File: src/hw/rtl/bmcc_pkg.sv
// Shared types and codes for the bitmask code compressor.
package bmcc_pkg;

  // Request actions
  localparam logic [1:0] ACT_LOAD     = 2'd0;
  localparam logic [1:0] ACT_COMPRESS = 2'd1;
  localparam logic [1:0] ACT_FLUSH    = 2'd2;

  // Result formats
  localparam logic [2:0] FMT_RAW      = 3'd0;
  localparam logic [2:0] FMT_RUN      = 3'd1;
  localparam logic [2:0] FMT_BITMASK  = 3'd2;
  localparam logic [2:0] FMT_ONE_BIT  = 3'd3;
  localparam logic [2:0] FMT_TWO_CONS = 3'd4;
  localparam logic [2:0] FMT_FOUR_CON = 3'd5;
  localparam logic [2:0] FMT_TWO_ANY  = 3'd6;
  localparam logic [2:0] FMT_DICT     = 3'd7;

  // Field widths fixed by the channel format
  localparam int POS_W  = 5;
  localparam int SLOT_W = 4;
  localparam int RUN_W  = 4;

  typedef struct packed {
    logic [1:0]  action;
    logic [3:0]  entry_slot;
    logic [31:0] word;
  } request_t;

  typedef struct packed {
    logic [2:0]  format;
    logic [2:0]  run_count;
    logic [4:0]  first_position;
    logic [4:0]  second_position;
    logic [3:0]  mask;
    logic [3:0]  dict_slot;
    logic [31:0] raw_word;
    logic        last;
  } result_t;

  // Candidate record handed along the cell chain
  typedef struct packed {
    logic              valid;
    logic              hit;
    logic [SLOT_W-1:0] hit_slot;
    logic              one_ok;
    logic [POS_W-1:0]  one_pos;
    logic [SLOT_W-1:0] one_slot;
    logic              two_ok;
    logic [POS_W-1:0]  two_pos;
    logic [SLOT_W-1:0] two_slot;
    logic              four_ok;
    logic [POS_W-1:0]  four_pos;
    logic [SLOT_W-1:0] four_slot;
    logic              bm_ok;
    logic [POS_W-1:0]  bm_pos;
    logic [3:0]        bm_mask;
    logic [SLOT_W-1:0] bm_slot;
    logic              any_ok;
    logic [POS_W-1:0]  any_first;
    logic [POS_W-1:0]  any_second;
    logic [SLOT_W-1:0] any_slot;
  } scan_t;

endpackage

File: src/hw/rtl/bmcc_cell.sv
// One dictionary cell: holds an entry and folds its match codes into the passing record.
module bmcc_cell #(
  parameter int WORD_BITS = 32,
  parameter int IDX       = 0
) (
  input  logic                           clk,
  input  logic                           rst,
  input  logic                           wr_en,
  input  logic [bmcc_pkg::SLOT_W-1:0]    wr_slot,
  input  logic [WORD_BITS-1:0]           wr_data,
  input  logic [WORD_BITS-1:0]           word_in,
  input  bmcc_pkg::scan_t                scan_in,
  output logic [WORD_BITS-1:0]           word_out,
  output bmcc_pkg::scan_t                scan_out
);

  localparam logic [bmcc_pkg::SLOT_W-1:0] SLOT = bmcc_pkg::SLOT_W'(IDX);
  localparam logic [bmcc_pkg::POS_W-1:0]  TOP  = bmcc_pkg::POS_W'(WORD_BITS - 1);
  localparam logic [WORD_BITS-1:0]        ONE  = {{(WORD_BITS-1){1'b0}}, 1'b1};

  logic [WORD_BITS-1:0]         entry;
  logic [WORD_BITS-1:0]         diff;
  logic [WORD_BITS-1:0]         shifted;
  logic [WORD_BITS-1:0]         oh_hi;
  logic [WORD_BITS-1:0]         oh_lo;
  logic [bmcc_pkg::POS_W-1:0]   hi;
  logic [bmcc_pkg::POS_W-1:0]   lo;
  logic [bmcc_pkg::POS_W-1:0]   fp;
  logic [bmcc_pkg::POS_W-1:0]   lp;
  logic [bmcc_pkg::POS_W-1:0]   span;
  logic [3:0]                   m;
  logic                         nz;
  bmcc_pkg::scan_t              scan_next;

  // Dictionary entry, written by a load to this slot
  always_ff @(posedge clk) begin
    if (wr_en && wr_slot == SLOT) begin
      entry <= wr_data;
    end
  end

  // Mismatch analysis: first and last differing positions, window mask
  always_comb begin
    diff = entry ^ word_in;
    nz   = |diff;
    hi   = '0;
    lo   = '0;
    for (int i = 0; i < WORD_BITS; i++) begin
      if (diff[i]) hi = bmcc_pkg::POS_W'(i);
    end
    for (int i = WORD_BITS - 1; i >= 0; i--) begin
      if (diff[i]) lo = bmcc_pkg::POS_W'(i);
    end
    fp      = TOP - hi;
    lp      = TOP - lo;
    span    = lp - fp;
    shifted = diff << fp;
    m       = shifted[WORD_BITS-1 -: 4];
    oh_hi   = ONE << hi;
    oh_lo   = ONE << lo;
  end

  // Keep the lowest-numbered qualifying entry for each method
  always_comb begin
    scan_next = scan_in;
    if (!scan_in.hit && !nz) begin
      scan_next.hit      = 1'b1;
      scan_next.hit_slot = SLOT;
    end
    if (!scan_in.one_ok && nz && span == '0) begin
      scan_next.one_ok   = 1'b1;
      scan_next.one_pos  = fp;
      scan_next.one_slot = SLOT;
    end
    if (!scan_in.two_ok && nz && span == bmcc_pkg::POS_W'(1)) begin
      scan_next.two_ok   = 1'b1;
      scan_next.two_pos  = fp;
      scan_next.two_slot = SLOT;
    end
    if (!scan_in.four_ok && nz && span == bmcc_pkg::POS_W'(3) && m == 4'hF) begin
      scan_next.four_ok   = 1'b1;
      scan_next.four_pos  = fp;
      scan_next.four_slot = SLOT;
    end
    if (!scan_in.bm_ok && nz && span <= bmcc_pkg::POS_W'(3)) begin
      scan_next.bm_ok   = 1'b1;
      scan_next.bm_pos  = fp;
      scan_next.bm_mask = m;
      scan_next.bm_slot = SLOT;
    end
    if (!scan_in.any_ok && nz && span != '0 && (diff ^ oh_hi ^ oh_lo) == '0) begin
      scan_next.any_ok     = 1'b1;
      scan_next.any_first  = fp;
      scan_next.any_second = lp;
      scan_next.any_slot   = SLOT;
    end
  end

  // Hand the record and word to the next cell
  always_ff @(posedge clk) begin
    if (rst) begin
      scan_out.valid <= 1'b0;
    end else begin
      scan_out <= scan_next;
    end
    word_out <= word_in;
  end

endmodule

File: config.mk
export PLATFORM = sky130hd
export DESIGN_NAME = bmcc_cell
export DESIGN_NICKNAME = d
export VERILOG_FILES = /design/src/hw/rtl/bmcc_pkg.sv /design/src/hw/rtl/bmcc_cell.sv
export SDC_FILE = /design/constraint.sdc
export NUM_CORES = 1
export LEC_CHECK = 0
export ABC_AREA = 1
export BUFFER_PORTS_ARGS = -buffer_cell sky130_fd_sc_hd__buf_2
export CAP_MARGIN = 15
export CORE_ASPECT_RATIO = 0.75
export CORE_UTILIZATION = 40
export CTS_BUF_LIST = sky130_fd_sc_hd__clkbuf_8 sky130_fd_sc_hd__clkbuf_16
export CTS_CLUSTER_DIAMETER = 200
export DETAILED_ROUTE_END_ITERATION = 7
export PLACE_DENSITY = 0.74
export SYNTH_ARGS = -nofsm -noshare
export SYNTH_HDL_FRONTEND = slang
export SYNTH_SLANG_ARGS = --single-unit
File: constraint.sdc
create_clock -name clk -period 13.2 [get_ports clk]
set_input_delay 1.32 -clock clk [delete_from_list [all_inputs] [get_ports clk]]
set_output_delay 1.32 -clock clk [all_outputs]
set_load 0.005 [all_outputs]
; ---- Yosys cells after proc, flatten, opt, wreduce, memory -nomap -nowiden
; Index checks and enable logic that the tools add are counted.
[totals]
register_bits = 129
out_inout_bits = 97
inputBits = 136
elab_cells = 129
[classes]
mux = 68
magnitude_cmp = 1
n_shift = 3
add_sub_neg = 3
n_bitwise = 3
eq_ne = 3
n_reduce_logical = 26
[op_table]
columns = op, n
row1 = $mux W5, 62
row2 = $xor A32 B32 Y32, 3
row3 = $shl A1 B5 Y32 const A, 2
row4 = $logic_not A32 Y1, 1
row5 = $reduce_or A32 Y1, 1
row6 = $shl A32 B5 Y32, 1
row7 = $mux W9, 3
row8 = $logic_and A1 B1 Y1, 14
row9 = $mux W14, 1
row10 = $mux W13, 1
row11 = $sub A5 B5 Y5 const A, 2
row12 = $logic_not A1 Y1, 7
row13 = $eq A5 B1 Y1 const B, 1
row14 = $eq A5 B2 Y1 const B, 1
row15 = $le A5 B2 Y1 const B, 1
row16 = $logic_not A5 Y1, 1
row17 = $reduce_bool A5 Y1, 1
row18 = $sub A5 B5 Y5, 1
row19 = $eq A4 B4 Y1 const B, 1
row20 = $logic_not A4 Y1, 1
row21 = $mux W1, 1

; ---- Logic depth before layout (Yosys ltp)
; Gate-level depths: netlist of run 1.
[logic_depth]
depth_word = 39
ltp_mapped = 54
depth_no_buf = 53

; ---- Worst setup path after synthesis of run 1
; OpenSTA, ideal clock, no wires.
[synth_path]
kind = in2reg
startpoint = input word_in[2]
endpoint = register scan_out[6] (netlist name), data pin
slack_ps = 7623
required_time_ps = 12946
setup_ps = 254
stages = 54
arrival_time_ps = 5324
path_buffers = 2
path_cell_list = inv_1 nand2_2 nand2_4 nand2_1 nand2_1 nand2_1 nand2_1 nand2_1 nand2_1 nand2_1 nand2_1 nand2_1 nand2_1 nand2_1 nand2_1 nand2_1 nand2_1 nand2_1 (+18 left out) fa_1 inv_1 a31oi_1 nor2_1 inv_2 nand2_1 nor3_1 nor3_1 nand2_1 nor2_1 nand2_1 nor2_1 nand2_1 nor2_4 nand3_2 buf_6 nand2_1 nand2_1
[synth_rtl]
columns = element, line_no
row1 = "start, declared", bmcc_cell.sv:11  ; input logic [WORD_BITS-1:0] word_in,
row2 = "end signal, assigned", bmcc_cell.sv:104  ; scan_out <= scan_next;
row3 = "end, declared", bmcc_cell.sv:14  ; output bmcc_pkg::scan_t scan_out

; ---- Worst setup path after layout of run 1
[layout_path]
startpoint = input word_in[2]
endpoint = register scan_out[1] (netlist name), data pin
[layout_between]
elab_chain_cells = 36
word_cells_on_any_way = 47
cone_classes = add/sub: 3 / shift: 2 / mux: 33 / bitwise: 3 / reduce/logical: 6
[layout_rtl]
columns = element, line_no
row1 = $xor A32 B32 Y32 (*), bmcc_cell.sv:44  ; diff = entry ^ word_in;
row2 = $mux W5 (30 in a row), bmcc_cell.sv:49  ; if (diff[i]) hi = bmcc_pkg::POS_W'(i);
row3 = $sub A5 B5 Y5 / $shl A1 B5 Y32 (equally long branches), "bmcc_cell.sv:54, bmcc_cell.sv:59"
row4 = $sub A5 B5 Y5 / $xor A32 B32 Y32 (equally long branches), "bmcc_cell.sv:56, bmcc_cell.sv:91"
row5 = $reduce_bool A5 Y1 / $xor A32 B32 Y32 (equally long branches), bmcc_cell.sv:91  ; if (!scan_in.any_ok && nz && span != '0 && (diff ^ oh_hi ^ oh_lo) == '0) begin
row6 = $logic_and A1 B1 Y1 / $logic_not A32 Y1 (equally long branches), bmcc_cell.sv:91
row7 = $logic_and A1 B1 Y1 (*), bmcc_cell.sv:91
; Every way passes the cells marked *; elsewhere a longest branch is shown, timed or not.
; A chain may end at the register's enable or synchronous reset.

==> key figures, run 1 <==
Route
  – Vias/cell: 5.130
  – Per-cell routed wire length: 15.68 um
  – Top Metal Used: met4
  – Detailed-route via count: 7,439
  – Initial DRC Count: 812
  – Drt pass-1 iters: 6
  – M1 WL: 10,100 um
  – Met2 wire len: 10,040 um
  – WL met3: 2166 um
  – Detailed Route WL: 22,730 um
  – Post-route DRC: 0
  – Antenna-violating nets left: 0

Logic synthesis
  – Yosys warning count: 0
  – FFs w/ async S/R, synth: 0%
  – Post-synthesis cell type count: 48
  – Gate Count Post-Synth: 969
  – Synth Flop Type: edfxtp_1
  – Syn Std Cell Area: 7794 um^2
  – Number of synthesized flops with an enable pin: 96
  – Yosys reg bits: 129
  – Mean post-synth cell area: 8.043 um^2
  – Register area share after synthesis: 45.46%
  – Syn nets: 1,108

Power and ir drop
  – VDD IR-drop max: 119.4 uV
  – Total Power: 1097 uW
  – Pwr Density: 114.5 nW/um^2
  – P_leak: 0.004548 uW

Final layout
  – Finished Layout Cells: 1,450
  – Share of cells above drive strength 1: 27.93%
  – Diode count: 0
  – Layout Nets: 1,329
  – Fillers: 1,804
  – Synth-to-layout area growth: 22.89%

CTS
  – Sink Count: 129
  – H-tree levels: 4
  – CTS resizes: 0
  – Hold buffers post-CTS: 0
  – CTS tree: done
  – Later-pin clock latency in the skew report: 0.43 ns
  – Maximum clock path buffer count: 2
  – Clock root cell: clkbuf_16
  – Cts bufs inserted: 17
  – Post-CTS setup buffers: 0
  – Clock transition at the registers of the reported paths: 0.06 ns

STA
  – Slew headroom: 27.17%
  – Final hold vios: 0
  – Time the worst path needs with I/O delays and setup: 6.460 ns
  – Post-route setup TNS: 0 ns
  – Achievable Freq: 0.1548 GHz
  – Max-slew violation count: 0
  – Worst Max-Slew Pin Slew: 1.092 ns
  – Unrepaired setup endpoints after global routing: false
  – Final Skew: 0.01079 ns
  – Setup WS post-layout: 6.740 ns
  – Setup-failing EPs final: 0
  – Final worst path period share: 48.94%

GRT
  – Total GRT Usage: 23.04%
  – Pin count of the biggest net entering global routing: 70
  – Gr ovfl total: 0
  – Vias in the first global route: 6,846
  – First-pass GRT wire length: 35,270 um
  – Initial antenna violation count: 0

Placement
  – Gpl congestion: 0.9789
  – Dpl ws: 6.456 ns
  – Port bufs: 232
  – Placed instance count: 1,418
  – Post-DP HPWL: 17,060 um

Setup path
  – CP startpoint kind: primary input
  – Setup Crit Path Kind: primary input to flop
  – CP Data Required Time: 13.38 ns
  – Max incr delay on CP: 0.43 ns
  – Critical path fanouts, max: 69
  – Crit-path slowest cell: fa_1
  – CP Data Arrival Time: 6.64 ns
  – Element type at the critical path end: flop
  – Most used cell, CP: nand2_1

Die
  – Die Y: 122.9 um
  – Top Ports: 233
  – Starting density of the core: 41.51%
  – Site Rows: 43
  – Die area: 20,050 um^2
  – CORE AREA: 18,780 um^2
  – Die width: 163.2 um

Run
  – Max-cap violations: 0

Worst hold path
  – HP Class: primary input to flop

Run status
  – Run status: finished, final reports clean
## synthesized netlist by cell type, types with 3 or more instances
master | instances | area (um^2)
xor2_1 | 5 | 43.79
nand2_1 | 296 | 1111
o21ai_0 | 31 | 155.2
nand2_2 | 13 | 81.33
nor3_2 | 3 | 30.03
nand3_1 | 63 | 315.3
xnor2_2 | 6 | 97.59
xnor2_1 | 24 | 210.2
edfxtp_1 | 96 | 2883
nor2_1 | 84 | 315.3
a21oi_2 | 3 | 26.28
nand4_1 | 24 | 150.1
dfxtp_1 | 33 | 660.6
clkbuf_4 | 4 | 30.03
nand4_2 | 7 | 87.58
buf_6 | 11 | 123.9
a21oi_1 | 13 | 65.06
nor2_4 | 5 | 56.30
inv_2 | 6 | 22.52
nand3b_1 | 4 | 30.03
a31oi_1 | 4 | 25.02
o21bai_1 | 3 | 22.52
o21ai_1 | 26 | 130.1
inv_1 | 114 | 427.9
o211ai_1 | 20 | 150.1
buf_4 | 10 | 75.07
clkbuf_1 | 5 | 18.77
nand2_4 | 6 | 67.56
nor3_1 | 12 | 60.06
buf_2 | 4 | 20.02
nor2_2 | 6 | 37.54
and2_1 | 4 | 25.02
## worst paths after layout
path	from	slack (ns)	cells after the start	end
setup / recovery	word_in[2]	6.74	52	scan_out[1]
hold / removal	word_in[20]	1.02	1	word_out[20]
setup reg to reg	entry[1]	7.35	51	scan_out[1]
hold reg to reg	entry[0]	1.03	4	scan_out[4]
## layer usage
metal  vias to the layer above  track usage (%)
met5                         -                0
met4                         0            7.944
met3                        34            5.813
met2                       400            34.80
met1                      3403            31.92
li1                       3602                -
## critical path: cells and delay by family
kind,cells,cell delay [ns]
adders and majority gates,2,0.70
buffers and inverters,5,0.49
AOI/OAI and AO/OA,1,0.11
and+or+nand+nor,44,3.97
## kinds of logic (layout without fill, tap and decap cells)
logic type | after synthesis | after routing | synth area share, %
AOI/OAI and AO/OA | 105 | 105 | 7.834
xor gates and xnor gates | 35 | 35 | 4.511
adders and majority gates | 3 | 3 | 0.5779
buffers and inverters | 159 | 393 | 9.873
DFF | 129 | 129 | 45.46
muxes | 2 | 2 | 0.2890
and+or+nand+nor | 536 | 536 | 31.45
## per-stage QoR
step,instance area [um^2],utilization (%),hold slack (ns)
3_5_place_dp,9014,48.00,1.006
4_1_cts,9578,51.01,0.9980
2_1_floorplan,7794,-,0.8583
5_1_grt,9578,51.01,1.002
6_report,9578,51.01,1.015
3_3_place_gp,9014,48.00,0.9854
## state kept, by name (all words and copies together) (netlist names)
register,flops
entry,32
word_out,32
scan_out,65
## layout by cell type (no fill, tap or decap), types with 3 or more instances in the layout
cell / count
a21oi_2: 3
inv_2: 7
o21ai_0: 31
nor3_2: 4
buf_2: 232
o211ai_1: 20
xnor2_2: 6
nand3b_1: 4
inv_6: 7
buf_4: 6
inv_1: 114
o21bai_1: 3
o21ai_1: 26
dfxtp_1: 33
xnor2_1: 24
nand2_2: 13
edfxtp_1: 96
nor2_2: 7
nand2_4: 6
nand2_1: 296
nor2_4: 5
nand4_2: 7
nor3_1: 11
nand4_1: 24
clkinv_2: 3
nand3_1: 63
a21oi_1: 13
and2_1: 4
nor2_1: 83
clkbuf_16: 17
a31oi_1: 4
xor2_1: 5
## power by group
part | internal [uW] | switching, uW | leakage (uW) | total (uW)
registers | 461 | 6.06 | 0.00119 | 467
clock network | 266 | 189 | 0.000288 | 455
logic | 65.4 | 109 | 0.00307 | 175
total | 792 | 305 | 0.00455 | 1100
## layout make-up
cell class | instances | area (um^2) | area share [%]
Sequential cell | 129 | 3543 | 37.00
Tap cell | 247 | 309.0 | 3.227
Clock inverter | 14 | 125.1 | 1.306
Multi-Input combinational cell | 681 | 3488 | 36.42
Timing Repair Buffer | 238 | 1206 | 12.59
Inverter | 123 | 466.7 | 4.873
Clock buffer | 18 | 439.2 | 4.585
Power figures use the tool's default switching activity.
==> run 2, diff against run 1 <==
--- a/config.mk
+++ b/config.mk
@@ -13,7 +13,7 @@
 export CTS_BUF_LIST = sky130_fd_sc_hd__clkbuf_8 sky130_fd_sc_hd__clkbuf_16
 export CTS_CLUSTER_DIAMETER = 200
 export DETAILED_ROUTE_END_ITERATION = 7
-export PLACE_DENSITY = 0.74
+export PLACE_DENSITY = 0.76
 export SYNTH_ARGS = -nofsm -noshare
 export SYNTH_HDL_FRONTEND = slang
 export SYNTH_SLANG_ARGS = --single-unit
==> constraint.sdc (replaced) <==
create_clock -name clk -period 5.3 [get_ports clk]
set_input_delay 0.53 -clock clk [delete_from_list [all_inputs] [get_ports clk]]
set_output_delay 0.53 -clock clk [all_outputs]
set_load 0.005 [all_outputs]
==> run 2 against run 1 <==
Combinational power grew to 2.7 times the previous value. Sequential power is 150% higher. Die area stayed put. Wire length is 2.0% higher. Hold slack worse by 0.79 ns. Largest cell class is now multi-input gates. Largest power group is now clock.
==> key figures, run 2 (synthesis gave the netlist of run 1 again) <==
Route
  – Vias/cell: 5.089 (was 5.130)
  – Drt pass-1 iters: 6 (unchanged)
  – Detailed Route WL: 23,190 um (was 22,730 um)
  – Initial DRC Count: 920 (was 812)
  – Antenna-violating nets left: 0 (unchanged)
  – Per-cell routed wire length: 15.52 um (was 15.68 um)
  – Detailed-route via count: 7,603 (was 7,439)
  – Post-route DRC: 0 (unchanged)

Placement
  – Gpl congestion: 1.014 (was 0.9789)
  – Post-DP HPWL: 17,530 um (was 17,060 um)
  – Port bufs: 232 (unchanged)
  – Placed inst area: 9254 um^2 (was 9014 um^2)

Power and ir drop
  – Switching Share: 27.18% (was 27.77%)
  – Sw Pwr: 777.0 uW (was 304.6 uW)
  – Pint: 2082 uW (was 792.3 uW)
  – P_leak: 0.004780 uW (was 0.004548 uW)
  – VDD IR-drop max: 252.3 uV (was 119.4 uV)
  – Clock power share: 43.0% (was 41.5%)
  – Comb power frac: 16.4% (was 15.9%)
  – Sequential Power Share: 40.7% (was 42.6%)
  – Pwr Density: 284.9 nW/um^2 (was 114.5 nW/um^2)

CTS
  – H-tree levels: 4 (unchanged)
  – Clock transition at the registers of the reported paths: 0.06 ns (about the same)
  – Maximum clock path buffer count: 2 (unchanged)
  – Clock root cell: clkbuf_16 (unchanged)
  – Cts bufs inserted: 17 (unchanged)
  – CTS tree: done (unchanged)
  – Later-pin clock latency in the skew report: 0.43 ns (about the same)
  – Sink Count: 129 (unchanged)

Final layout
  – Synth-to-layout area growth: 28.74% (was 22.89%)
  – Largest Register: scan_out (unchanged)
  – Largest register FFs: 65 (unchanged)
  – Final Cell Area: 10,030 um^2 (was 9578 um^2)
  – Most frequent cells in the layout: nand2_1, buf_2, inv_1, edfxtp_1, nor2_1 (unchanged)
  – Most common cell after layout, fill and taps aside: nand2_1 (unchanged)
  – Layout Nets: 1,373 (was 1,329)
  – Leading registers by flop count: scan_out x65, entry x32, word_out x32 (unchanged)
  – Fillers: 1,741 (was 1,804)
  – Share of cells above drive strength 1: 31.28% (was 27.93%)
  – Diode count: 0 (unchanged)

Setup path
  – Worst R2R Setup Slack: 0.56 ns (was 7.35 ns)
  – Worst R2R Start: entry[30] (was entry[1])
  – CP endpoint: scan_out[33] (was scan_out[1])
  – Critical path fanouts, max: 5 (was 69)
  – CP Data Arrival Time: 4.91 ns (was 6.64 ns)
  – Reg2reg end: scan_out[33] (was scan_out[1])
  – CP startpoint kind: flop (was primary input)
  – Crit-path slowest cell: edfxtp_1 (was fa_1)
  – Setup Crit Path Kind: flop to flop (was primary input to flop)
  – Critical path origin: entry[30] (was word_in[2])
  – CP Data Required Time: 5.47 ns (was 13.38 ns)
  – Element type at the critical path end: flop (unchanged)
  – Most used cell, CP: nand2_1 (unchanged)
  – Reg2reg path depth: 46 (was 51)
  – Max incr delay on CP: 0.40 ns (was 0.43 ns)

STA
  – Time the worst path needs with I/O delays and setup: 4.739 ns
  – Final hold vios: 0 (unchanged)
  – Slew headroom: 45.90% (was 27.17%)
  – Max-slew violation count: 0 (unchanged)
  – Setup-failing EPs final: 0 (unchanged)
  – Achievable Freq: 0.2110 GHz
  – Final Skew: 0.01128 ns (was 0.01079 ns)
  – Worst Max-Slew Pin Slew: 0.8116 ns (was 1.092 ns)
  – Min Hold Slack: 0.2261 ns (was 1.015 ns)
  – Final worst path period share: 89.41%

Worst hold path
  – HP Class: primary input to flop (unchanged)
  – Hold path cells: 1 (unchanged)

Die
  – CORE AREA: 18,780 um^2 (unchanged)
  – Top Ports: 233 (unchanged)
  – Die area: 20,050 um^2 (unchanged)
  – Starting density of the core: 41.51% (unchanged)
  – Die Y: 122.9 um (unchanged)
  – Site Rows: 43 (unchanged)
  – Die width: 163.2 um (unchanged)

GRT
  – Pin count of the biggest net entering global routing: 69 (was 70)
  – Total GRT Usage: 22.98% (was 23.04%)
  – First-pass GRT wire length: 34,930 um (was 35,270 um)
  – Vias in the first global route: 6,692 (was 6,846)
  – Initial antenna violation count: 1 (was 0)
  – Gr ovfl total: 0 (unchanged)

Run status
  – Run status: finished, final reports clean (unchanged)

Run
  – Max-cap violations: 0 (unchanged)
## run 2: area by class of cell
| type | count | area (um^2) | share of cell area (%) |
|---|---|---|---|
| Multi-Input combinational cell | 681 | 3555 | 35.43 |
| Tap cell | 247 | 309.0 | 3.080 |
| Inverter | 123 | 469.2 | 4.676 |
| Sequential cell | 129 | 3543 | 35.32 |
| Clock inverter | 15 | 183.9 | 1.833 |
| Timing Repair Buffer | 282 | 1548 | 15.43 |
| Clock buffer | 17 | 425.4 | 4.240 |
## run 2: through the flow
| step | power [uW] | setup TNS, ns | setup slack [ns] | util, % | std cells |
|---|---|---|---|---|---|
| 2_1_floorplan | 1447 | 0 | 0.5125 | - | 969 |
| 3_3_place_gp | 1622 | 0 | 0.1112 | 49.28 | 1450 |
| 3_5_place_dp | 1631 | -0.1910 | -0.05325 | 49.28 | 1450 |
| 4_1_cts | 2867 | 0 | 0.1451 | 52.53 | 1482 |
| 5_1_grt | 2976 | -0.09323 | -0.02279 | 53.44 | 1494 |
| 6_report | 2859 | 0 | 0.5614 | 53.44 | 1494 |
## run 2: how the worst min path moves through the flow
stage,from,end
final,word_in[21],word_out[21]
after global routing,word_in[27],word_out[27]
after CTS,word_in[21],word_out[21]
after detailed placement,word_in[21],word_out[21]
after global placement,word_in[23],word_out[23]
after floorplan,word_in[0],word_out[0]
## run 2: power by group through the flow
stage                     Clock [uW]  Combinational [uW]  Sequential, uW
after floorplan                    0                 255            1190
after global placement             0                 440            1180
after detailed placement           0                 447            1180
after CTS                       1250                 449            1160
after global routing            1300                 514            1170
final                           1230                 468            1160
## run 2: metal layers
metal	vias up	GRT usage [%]	routed length, um
met1	3470	32.59	10150
met3	21	5.779	2402
met4	0	6.133	251
met5	-	0	0
met2	404	34.61	10380
li1	3708	-	-
## run 2: timing repair
action,in CTS,in global routing
setup endpoints to repair,0,29
setup buffers,0,12
hold buffers,0,0
gates resized for setup,0,21
## run 2: worst max-delay path, delay by kind of cell, from the launching register on
kind                     cells  cell delay (ns)
buffers and inverters        3             0.26
adder cells (fa/ha/maj)      2             0.50
XOR/XNOR                     1             0.23
AND/OR/NAND/NOR             40             3.07
flip-flops                   1             0.40
